<file path="src/sv/pcsp_pkg.sv">
// Shared types and codes for the pixel command stream parser.
package pcsp_pkg;

  // Command kinds as carried by the kind byte; idle means awaiting a kind byte.
  localparam logic [2:0] KIND_IDLE   = 3'd0;
  localparam logic [2:0] KIND_FILL   = 3'd1;
  localparam logic [2:0] KIND_PIXEL  = 3'd2;
  localparam logic [2:0] KIND_RECT   = 3'd3;
  localparam logic [2:0] KIND_CONTIG = 3'd4;

  // Result operation codes.
  localparam logic [1:0] OP_FILL  = 2'd0;
  localparam logic [1:0] OP_PIXEL = 2'd1;
  localparam logic [1:0] OP_RECT  = 2'd2;
  localparam logic [1:0] OP_ERROR = 2'd3;

  // Byte positions within a command header.
  localparam logic [2:0] POS_X      = 3'd0;
  localparam logic [2:0] POS_Y      = 3'd1;
  localparam logic [2:0] POS_WIDTH  = 3'd2;
  localparam logic [2:0] POS_HEIGHT = 3'd3;
  localparam logic [2:0] POS_PIXEL  = 3'd4;

  // Color byte indexes within a color triple.
  localparam logic [2:0] COLOUR_RED   = 3'd0;
  localparam logic [2:0] COLOUR_GREEN = 3'd1;

  // One drawing command result.
  typedef struct packed {
    logic [1:0] op;
    logic [8:0] pos_x;
    logic [8:0] pos_y;
    logic [7:0] rect_width;
    logic [7:0] rect_height;
    logic [7:0] red;
    logic [7:0] green;
    logic [7:0] blue;
    logic       command_done;
  } pcsp_result_t;

endpackage

</file>
<file path="src/sv/pcsp_decode.sv">
// Parser state and per-byte decode that forms one drawing command result.
module pcsp_decode
  import pcsp_pkg::*;
(
  input  logic         clk,
  input  logic         rst,
  input  logic         step,
  input  logic [7:0]   data_byte,
  output logic         has_result,
  output pcsp_result_t result
);

  logic [2:0] kind, kind_next;
  logic [2:0] pos, pos_next;
  logic [7:0] start_x, start_x_next;
  logic [7:0] start_y, start_y_next;
  logic [7:0] held_width, held_width_next;
  logic [7:0] held_height, held_height_next;
  logic [7:0] held_red, held_red_next;
  logic [7:0] held_green, held_green_next;
  logic [7:0] column_count, column_count_next;
  logic [7:0] row_count, row_count_next;

  logic [2:0] colour_index;
  logic [8:0] column_plus;
  logic [8:0] row_plus;
  logic       last_col;
  logic       last_pixel;
  logic       kind_valid;

  // Index of the current byte within its color triple.
  always_comb begin
    unique case (kind)
      KIND_FILL:  colour_index = pos;
      KIND_PIXEL: colour_index = pos - POS_WIDTH;
      default:    colour_index = pos - POS_PIXEL;
    endcase
  end

  // Position tracking inside a contiguous rectangle.
  assign column_plus = {1'b0, column_count} + 9'd1;
  assign row_plus    = {1'b0, row_count} + 9'd1;
  assign last_col    = column_plus >= {1'b0, held_width};
  assign last_pixel  = last_col && (row_plus >= {1'b0, held_height});
  assign kind_valid  = (data_byte >= {5'd0, KIND_FILL}) && (data_byte <= {5'd0, KIND_CONTIG});

  // Next state and result for the byte at hand.
  always_comb begin
    kind_next         = kind;
    pos_next          = pos;
    start_x_next      = start_x;
    start_y_next      = start_y;
    held_width_next   = held_width;
    held_height_next  = held_height;
    held_red_next     = held_red;
    held_green_next   = held_green;
    column_count_next = column_count;
    row_count_next    = row_count;
    has_result        = 1'b0;
    result            = '0;
    result.red        = held_red;
    result.green      = held_green;
    result.blue       = data_byte;
    result.command_done = 1'b1;

    if (kind == KIND_IDLE) begin
      if (kind_valid) begin
        kind_next         = data_byte[2:0];
        pos_next          = POS_X;
        column_count_next = '0;
        row_count_next    = '0;
      end else begin
        has_result      = 1'b1;
        held_red_next   = '0;
        held_green_next = '0;
        result.op       = OP_ERROR;
        result.red      = '0;
        result.green    = '0;
        result.blue     = '0;
      end
    end else if ((kind != KIND_FILL) && (pos < POS_WIDTH)) begin
      // Coordinate header bytes.
      if (pos == POS_X) begin
        start_x_next = data_byte;
      end else begin
        start_y_next = data_byte;
      end
      pos_next = pos + 3'd1;
    end else if ((kind == KIND_RECT || kind == KIND_CONTIG) && (pos < POS_PIXEL)) begin
      // Size header bytes; an empty contiguous rectangle ends here.
      if (pos == POS_WIDTH) begin
        held_width_next = data_byte;
        pos_next        = pos + 3'd1;
      end else begin
        held_height_next = data_byte;
        if (kind == KIND_CONTIG && (held_width == '0 || data_byte == '0)) begin
          kind_next = KIND_IDLE;
          pos_next  = POS_X;
        end else begin
          pos_next = pos + 3'd1;
        end
      end
    end else if (colour_index == COLOUR_RED) begin
      held_red_next = data_byte;
      pos_next      = pos + 3'd1;
    end else if (colour_index == COLOUR_GREEN) begin
      held_green_next = data_byte;
      pos_next        = pos + 3'd1;
    end else begin
      // Blue byte completes a color triple and yields a result.
      has_result = 1'b1;
      kind_next  = KIND_IDLE;
      pos_next   = POS_X;
      unique case (kind)
        KIND_FILL: begin
          result.op = OP_FILL;
        end
        KIND_PIXEL: begin
          result.op    = OP_PIXEL;
          result.pos_x = {1'b0, start_x};
          result.pos_y = {1'b0, start_y};
        end
        KIND_RECT: begin
          result.op          = OP_RECT;
          result.pos_x       = {1'b0, start_x};
          result.pos_y       = {1'b0, start_y};
          result.rect_width  = held_width;
          result.rect_height = held_height;
        end
        default: begin
          result.op           = OP_PIXEL;
          result.pos_x        = {1'b0, start_x} + {1'b0, column_count};
          result.pos_y        = {1'b0, start_y} + {1'b0, row_count};
          result.command_done = last_pixel;
          if (!last_pixel) begin
            kind_next = kind;
            pos_next  = POS_PIXEL;
            if (last_col) begin
              column_count_next = '0;
              row_count_next    = row_plus[7:0];
            end else begin
              column_count_next = column_plus[7:0];
            end
          end
        end
      endcase
    end
  end

  // State registers advance once per processed byte.
  always_ff @(posedge clk) begin
    if (rst) begin
      kind         <= KIND_IDLE;
      pos          <= POS_X;
      start_x      <= '0;
      start_y      <= '0;
      held_width   <= '0;
      held_height  <= '0;
      held_red     <= '0;
      held_green   <= '0;
      column_count <= '0;
      row_count    <= '0;
    end else if (step) begin
      kind         <= kind_next;
      pos          <= pos_next;
      start_x      <= start_x_next;
      start_y      <= start_y_next;
      held_width   <= held_width_next;
      held_height  <= held_height_next;
      held_red     <= held_red_next;
      held_green   <= held_green_next;
      column_count <= column_count_next;
      row_count    <= row_count_next;
    end
  end

endmodule

</file>
<file path="src/sv/pixel_command_stream_parser.sv">
// Top level of the pixel command stream parser: input register, decode, result register.
// A completing byte passes through the input register; its result is then captured in the result register.
// Throughput: one byte per cycle; the input register holds a byte only while a result
// is waiting in the output register and that byte would produce another result.
// Reset (rst, synchronous, active high) returns the parser to idle, awaiting a kind byte,
// and empties both registers.
module pixel_command_stream_parser
  import pcsp_pkg::*;
(
  input  logic       clk,
  input  logic       rst,
  input  logic       in_valid,
  output logic       in_stall,
  input  logic [7:0] data_byte,
  output logic       out_valid,
  input  logic       out_stall,
  output logic [1:0] op,
  output logic [8:0] pos_x,
  output logic [8:0] pos_y,
  output logic [7:0] rect_width,
  output logic [7:0] rect_height,
  output logic [7:0] red,
  output logic [7:0] green,
  output logic [7:0] blue,
  output logic       command_done
);

  logic         held_valid;
  logic [7:0]   held_byte;
  logic         has_result;
  logic         advance;
  pcsp_result_t result;
  pcsp_result_t out_reg;

  pcsp_decode u_decode (
    .clk        (clk),
    .rst        (rst),
    .step       (advance),
    .data_byte  (held_byte),
    .has_result (has_result),
    .result     (result)
  );

  // A held byte is processed unless its result would overwrite a stalled one.
  assign advance  = held_valid && (!has_result || !out_valid || !out_stall);
  assign in_stall = held_valid && !advance;

  // Input register.
  always_ff @(posedge clk) begin
    if (rst) begin
      held_valid <= 1'b0;
    end else if (in_valid && !in_stall) begin
      held_valid <= 1'b1;
    end else if (advance) begin
      held_valid <= 1'b0;
    end
  end

  always_ff @(posedge clk) begin
    if (in_valid && !in_stall) begin
      held_byte <= data_byte;
    end
  end

  // Result register.
  always_ff @(posedge clk) begin
    if (rst) begin
      out_valid <= 1'b0;
    end else if (advance && has_result) begin
      out_valid <= 1'b1;
    end else if (!out_stall) begin
      out_valid <= 1'b0;
    end
  end

  always_ff @(posedge clk) begin
    if (advance && has_result) begin
      out_reg <= result;
    end
  end

  assign op           = out_reg.op;
  assign pos_x        = out_reg.pos_x;
  assign pos_y        = out_reg.pos_y;
  assign rect_width   = out_reg.rect_width;
  assign rect_height  = out_reg.rect_height;
  assign red          = out_reg.red;
  assign green        = out_reg.green;
  assign blue         = out_reg.blue;
  assign command_done = out_reg.command_done;

endmodule

</file>
<file path="config.mk">
export PLATFORM = sky130hd
export DESIGN_NAME = pixel_command_stream_parser
export DESIGN_NICKNAME = d
export VERILOG_FILES = /design/src/sv/pcsp_pkg.sv /design/src/sv/pcsp_decode.sv /design/src/sv/pixel_command_stream_parser.sv
export SDC_FILE = /design/constraint.sdc
export NUM_CORES = 1
export LEC_CHECK = 0
export BUFFER_PORTS_ARGS = -buffer_cell sky130_fd_sc_hd__buf_2
export CORE_MARGIN = 5
export CORE_UTILIZATION = 40
export DETAILED_ROUTE_END_ITERATION = 6
export GPL_TIMING_DRIVEN = 0
export PLACE_DENSITY = 0.57
export SETUP_SLACK_MARGIN = 0.02
export SYNTH_ARGS = -nofsm -noshare
export SYNTH_HDL_FRONTEND = slang
export SYNTH_SLANG_ARGS = --single-unit
export TNS_END_PERCENT = 1
</file>
<file path="constraint.sdc">
create_clock -name clk -period 5.35 [get_ports clk]
set_input_delay 1.07 -clock clk [delete_from_list [all_inputs] [get_ports clk]]
set_output_delay 1.07 -clock clk [all_outputs]
set_load 0.02 [all_outputs]
</file>
==> impl_metrics.json, run 1 <==
{
  "rr_worst_depth": 11,
  "ir_worst_vdd_v": 0.000211,
  "tns_ns": 0,
  "ys_seq_area_share_pct": 47.6,
  "drt_iter0_drc": 457,
  "drv_cap": 0,
  "grt_setup_unrepaired": "no",
  "setup_violations": 0,
  "fin_crit_sh_pct": 74.7,
  "grt_max_degree": 39,
  "htree_levels": 4,
  "clk_path_buf_depth": 2,
  "fin_skew_ns": 0.0107,
  "relSlewSlack_pct": 43.9,
  "final_layout_size_suffix_gt1_share_pct": 17.9,
  "critPathLaunch": "u_decode.pos[2]",
  "ys_types": 76,
  "cp.arrival_ns": 2.93,
  "crit_path_max_fanout": 10,
  "min_from": "u_decode.held_green[1]",
  "nFillCells": 1688,
  "critical_path.startpoint_type": "flop",
  "fin_crit_ns": 4.00,
  "critPathTopFamily": "simple AND/OR/NAND/NOR gates",
  "row_count": 49,
  "place_congestion": 0.870,
  "cts_resized": 0,
  "reg2reg_to": "u_decode.row_count[1]",
  "avgViaCountPerCell": 5.57,
  "antenna_found_initial": 0,
  "cts_sinks": 141,
  "end_kind": "primary output",
  "die_w_microns": 146,
  "synth_fp_nets": 773,
  "dieArea_sq_um": 21300,
  "endpoint": "in_stall",
  "synth.cell_area_sq_um": 7390,
  "synthArstFlopShare_pct": 0,
  "postSynthCellCount": 721,
  "cts_tree": "built",
  "r2r_setup_slack_ns": 1.64,
  "final_cell_mix": "buf_2 (87), dfxtp_1 (72), edfxtp_1 (69)",
  "detail-route-antenna-nets": 0,
  "avgSynthCellArea_sq_um": 10.2,
  "cp_cell_sequence": "buf_2 -> buf_2 -> inv_1 -> ha_1 -> nand2_1 -> or3_4 -> nand3_4 -> o21ai_0 -> nand2_1 -> nor2_1 -> buf_2",
  "path_depth": 11,
  "vias": 5898,
  "first_pass_iters": 5,
  "fmax_mhz": 250,
  "port_buffers": 74,
  "hold_violations": 0,
  "finalPower_uw": 2470,
  "gr-total-overflow": 0,
  "slowest_stage": "or3_4",
  "post-cts-setup-buffers": 0,
  "tightest_slew_ns": 0.835,
  "drcViolationCount": 0,
  "synth_ff_type": "dfxtp_1",
  "synth_warnings": 0,
  "crit_type": "reg2out",
  "status": "complete, no violations",
  "critPathMaxStageDelay_ns": 0.43,
  "final_cells": 1058,
  "final_nets": 867,
  "clk_latency_ns": 0.42,
  "slew_viol_final": 0,
  "cts_hold_buf": 0,
  "path_common_cell": "buf_2",
  "rr_startpoint": "u_decode.column_count[0]",
  "cp.required_ns": 4.28,
  "cellLeakagePower_uw": 0.00336,
  "layout_commonest_cell": "buf_2",
  "grt_pass1_wl_mm": 32.6,
  "dp_cells": 1025,
  "finalWorstSetupSlack_ns": 1.35,
  "powerDensity_nw_per_um2": 285,
  "core_area_sq_um": 18100,
  "synth_edf_count": 69,
  "initial_core_util_pct": 40.8,
  "finalWirelength_mm": 20.4,
  "worstHoldPathType": "reg2reg",
  "path_buf_inv": 4,
  "detailed_place_hpwl_mm": 15.2,
  "pre_cts_slack_ns": 1.72,
  "ys_ff_latch": 141,
  "grt_pass1_vias": 5927,
  "die_height_microns": 146,
  "num_io_pins": 75,
  "path_clk_slew_ns": 0.07,
  "cts_buffers": 17,
  "root_buffer": "clkbuf_16",
  "synthToLayoutAreaGrowth_pct": 17.2,
  "grtUsageTotal_pct": 19.3,
  "avgRoutedWirePerCell_microns": 19.2
}
[cell families (layout without fill, tap and decap cells)]
| logic type | Yosys count | count (layout) | share of synthesized area (%) |
|---|---|---|---|
| mux | 44 | 44 | 5.96 |
| xor+xnor | 20 | 20 | 2.37 |
| compound gates | 147 | 147 | 14.3 |
| simple gates | 251 | 251 | 18.3 |
| other cells | 0 | 1 | 0 |
| flops | 141 | 141 | 47.6 |
| fa+ha+maj | 40 | 40 | 6.98 |
| buf+inv | 78 | 185 | 4.44 |
[cell usage after synthesis, drive strengths merged (10+ instances only)]
cell,count,area (sq um)
and3,20,125
nand4,10,62.6
buf,16,95.1
inv,40,150
mux2i,44,440
a21oi,31,159
ha,38,475
nor3,13,75.1
edfxtp,69,2070
nor2,64,240
clkbuf,22,82.6
nand3,20,113
dfxtp,72,1440
and2,32,200
xnor2,13,114
o21ai,36,180
nand2,49,186
[sequential cells by signal (all words and copies together) (netlist names), 8 cells and up]
signal                 cells
green                      8
u_decode.held_red          8
rect_width                 8
u_decode.start_y           8
held_byte                  8
pos_y                      9
pos_x                      9
u_decode.column_count      8
blue                       8
u_decode.held_green        8
u_decode.start_x           8
red                        8
u_decode.held_width        8
u_decode.row_count         8
rect_height                8
u_decode.held_height       8
[per-layer routing]
layer | up-vias | routed length [microns] | part of all wire, % | track usage, %
li1 | 2832 | - | - | -
met1 | 2860 | 8980 | 44 | 24.9
met2 | 172 | 9930 | 49 | 32.6
met3 | 34 | 1010 | 4.9 | 3.33
met4 | 0 | 448 | 2.2 | 6.70
met5 | - | 0 | 0 | 0
[layout make-up]
| type | count | area (sq um) | area share [%] |
|---|---|---|---|
| multi-input cells | 502 | 3550 | 41.0 |
| diodes | 1 | 2.50 | 0.0289 |
| clock inverters | 14 | 156 | 1.81 |
| clock buffers | 18 | 429 | 4.96 |
| plain buffers | 38 | 178 | 2.05 |
| flip-flops and latches | 141 | 3510 | 40.6 |
| repair buffers | 75 | 390 | 4.51 |
| well taps | 229 | 287 | 3.31 |
| inverters | 40 | 150 | 1.73 |
[worst min-delay path by stage]
stage,endpoint,slack (ns),cells after the start
floorplan,u_decode.held_green[3],0.45,2
global placement,u_decode.held_green[6],0.47,2
detailed placement,u_decode.held_green[4],0.48,2
CTS,u_decode.held_green[4],0.48,2
global route,u_decode.held_green[6],0.52,2
finish,u_decode.held_green[1],0.48,2
[per-stage QoR]
step | util, % | area, sq um | hold WS (ns)
finish | 47.9 | 8660 | 0.482
global route | 47.9 | 8660 | 0.520
CTS | 47.9 | 8660 | 0.485
detailed placement | 44.6 | 8070 | 0.475
global placement | 44.5 | 8040 | 0.468
floorplan | - | 7390 | 0.449
[power breakdown]
group / internal (uW) / switching, uW
combinational: 30.2 / 82.8
sequential: 1150 / 14.0
clock: 695 / 491
[worst reg2reg max path: cells and delay by family (launching register included)]
family | cells | cell delay, ns
compound gates | 4 | 1.35
simple gates | 4 | 1.03
fa+ha+maj | 2 | 0.56
flops | 1 | 0.48
xor+xnor | 1 | 0.17
No activity file was read; power rests on OpenSTA's default activity.
==> inputs of run 2 (changes only) <==
--- a/config.mk
+++ b/config.mk
@@ -5,6 +5,7 @@
 export SDC_FILE = /design/constraint.sdc
 export NUM_CORES = 1
 export LEC_CHECK = 0
+export ABC_AREA = 1
 export BUFFER_PORTS_ARGS = -buffer_cell sky130_fd_sc_hd__buf_2
 export CORE_MARGIN = 5
 export CORE_UTILIZATION = 40
==> constraint.sdc (replaced) <==
create_clock -name clk -period 4.06 [get_ports clk]
set_input_delay 0.812 -clock clk [delete_from_list [all_inputs] [get_ports clk]]
set_output_delay 0.812 -clock clk [all_outputs]
set_load 0.02 [all_outputs]
==> impl_metrics.json, run 2 <==
{
  "first_pass_iters": 5,
  "grt_max_degree": 45,
  "fin_crit_sh_pct": 80.0,
  "final_cell_mix": "nand2_1 (202), nor2_1 (188), inv_1 (113)",
  "avgRoutedWirePerCell_microns": 14.7,
  "end_kind": "primary output",
  "cts_sinks": 141,
  "num_io_pins": 75,
  "layout_commonest_cell": "nand2_1",
  "path_buf_inv": 1,
  "die_w_microns": 143,
  "nFillCells": 1724,
  "clk_path_buf_depth": 2,
  "rr_worst_depth": 8,
  "synth.cell_area_sq_um": 7070,
  "place_congestion": 0.929,
  "hold_slack_ns": 0.469,
  "post-cts-setup-buffers": 0,
  "powerDensity_nw_per_um2": 425,
  "grtUsageTotal_pct": 18.2,
  "final_area_sq_um": 8360,
  "ys_top_cells_by_area": "edfxtp_1 (29%), dfxtp_1 (20%), nand2_1 (11%), nor2_1 (10%), ha_1 (6.7%)",
  "yosysMostFrequentCell": "nand2_1",
  "critical_path.startpoint_type": "flop",
  "multi_input_area_sq_um": 3010,
  "gr-total-overflow": 0,
  "ys_types": 40,
  "cp.arrival_ns": 2.43,
  "ir_worst_vdd_v": 0.000300,
  "placed_area_sq_um": 7740,
  "drv_cap": 0,
  "crit_path_max_fanout": 8,
  "fin_skew_ns": 0.00813,
  "worstHoldPathType": "reg2reg",
  "path_depth": 7,
  "synthToLayoutAreaGrowth_pct": 18.3,
  "ys_seq_area_share_pct": 49.7,
  "relSlewSlack_pct": 56.2,
  "synthArstFlopShare_pct": 0,
  "cts_resized": 0,
  "final_cells": 1205,
  "dp_cells": 1173,
  "path_common_cell": "nand2_4",
  "insertedDiodeCount": 0,
  "dieArea_sq_um": 20400,
  "regArea_sq_um": 3510,
  "synth_top_area_share_pct": 29.3,
  "clk_latency_ns": 0.43,
  "root_buffer": "clkbuf_16",
  "cts_buffers": 17,
  "synth_fp_nets": 925,
  "port_buffers": 74,
  "avgSynthCellArea_sq_um": 8.10,
  "setup_violations": 0,
  "critPathMaxStageDelay_ns": 0.61,
  "synth_top_cell_by_area": "edfxtp_1",
  "tightest_slew_ns": 0.657,
  "grt_pass1_wl_mm": 28.7,
  "cts_hold_buf": 0,
  "initial_core_util_pct": 40.9,
  "antenna_found_initial": 0,
  "final_nets": 1019,
  "cp.required_ns": 3.25,
  "cts_tree": "built",
  "path_clk_slew_ns": 0.06,
  "synth_edf_count": 69,
  "core_area_sq_um": 17300,
  "detailed_place_hpwl_mm": 13.1,
  "status": "complete, no violations",
  "die_height_microns": 143,
  "finalPower_uw": 3550,
  "finalWirelength_mm": 17.7,
  "fin_crit_ns": 3.25,
  "final_layout_size_suffix_gt1_share_pct": 13.5,
  "crit_type": "reg2out",
  "cp_cell_sequence": "nor3_1 -> nand2_1 -> o21ai_2 -> nand2_4 -> nand2_4 -> nor2_1 -> buf_2",
  "grt_setup_unrepaired": "no",
  "synth_ff_type": "dfxtp_1",
  "ys_ff_latch": 141,
  "fmax_mhz": 308,
  "drcViolationCount": 0,
  "slew_viol_final": 0,
  "min_delay_path_depth": 2,
  "grt_pass1_vias": 5578,
  "avgViaCountPerCell": 4.76,
  "htree_levels": 4,
  "hold_violations": 0,
  "critPathTopFamily": "simple AND/OR/NAND/NOR gates",
  "synth_warnings": 0,
  "postSynthCellCount": 873,
  "detail-route-antenna-nets": 0,
  "drt_iter0_drc": 323,
  "row_count": 48,
  "cellLeakagePower_uw": 0.00377,
  "vias": 5730,
  "ys_top_cells_by_count": "nand2_1 (202), nor2_1 (188), inv_1 (114)",
  "slowest_stage": "edfxtp_1"
}
[run 2: changes by cell type after synthesis, sizes merged, moves of 20 or more]
cell | before | now
and3 | 20 | 0
inv | 40 | 115
nand2 | 49 | 206
and2 | 32 | 0
nor2 | 64 | 191
mux2i | 44 | 0
[run 2: per-layer routing]
layer	share of wire [%]	routed length [microns]	track usage [%]
met2	50	8900	31.8
met3	4.2	736	3.38
met4	2.0	362	6.65
met5	0	0	0
met1	43	7680	22.3
[run 2: worst register-to-register path, delay by kind of cell (launching register included)]
kind                   cells  cell delay (ns)
DFF                        1             0.61
buffers and inverters      2             0.66
AOI/OAI and AO/OA          2             0.82
and+or+nand+nor            4             0.69
[run 2: cell type report]
cell class	instances	share of cell area, %
plain buffers	18	1.17
clock buffers	18	5.13
clock inverters	14	2.29
inverters	118	5.31
multi-input cells	596	36.0
flip-flops and latches	141	42.0
well taps	225	3.37
repair buffers	75	4.67
[run 2: cell families (layout without fill, tap and decap cells)]
| kind of cell | count (synthesis) | count (layout) | share of synthesized area (%) |
|---|---|---|---|
| compound gates | 104 | 104 | 8.37 |
| xor+xnor | 13 | 13 | 1.61 |
| fa+ha+maj | 40 | 40 | 7.29 |
| buf+inv | 136 | 243 | 7.66 |
| flops | 141 | 141 | 49.7 |
| simple gates | 439 | 439 | 25.4 |
[run 2: path summary, 6_finish.rpt]
check	from	end	slack, ns
max	held_byte[4]	in_stall	0.81
min	u_decode.held_red[7]	u_decode.held_red[7]	0.47
max reg2reg	held_byte[4]	rect_width[1]	0.93
min reg2reg	u_decode.held_red[7]	u_decode.held_red[7]	0.47
[run 2: where the power goes]
part           internal [uW]  total [uW]  leakage (uW)  switching (uW)
combinational           89.3         310       0.00223             220
clock                   1030        1650      0.000296             618
sequential              1560        1600       0.00124            38.4
[run 2: metrics by stage]
stage	setup WS (ns)	utilization [%]	TNS, ns
floorplan	0.769	-	0
global placement	-0.270	44.6	-15.70
detailed placement	0.897	44.8	0
CTS	0.787	48.3	0
global route	0.617	48.3	0
finish	0.814	48.3	0
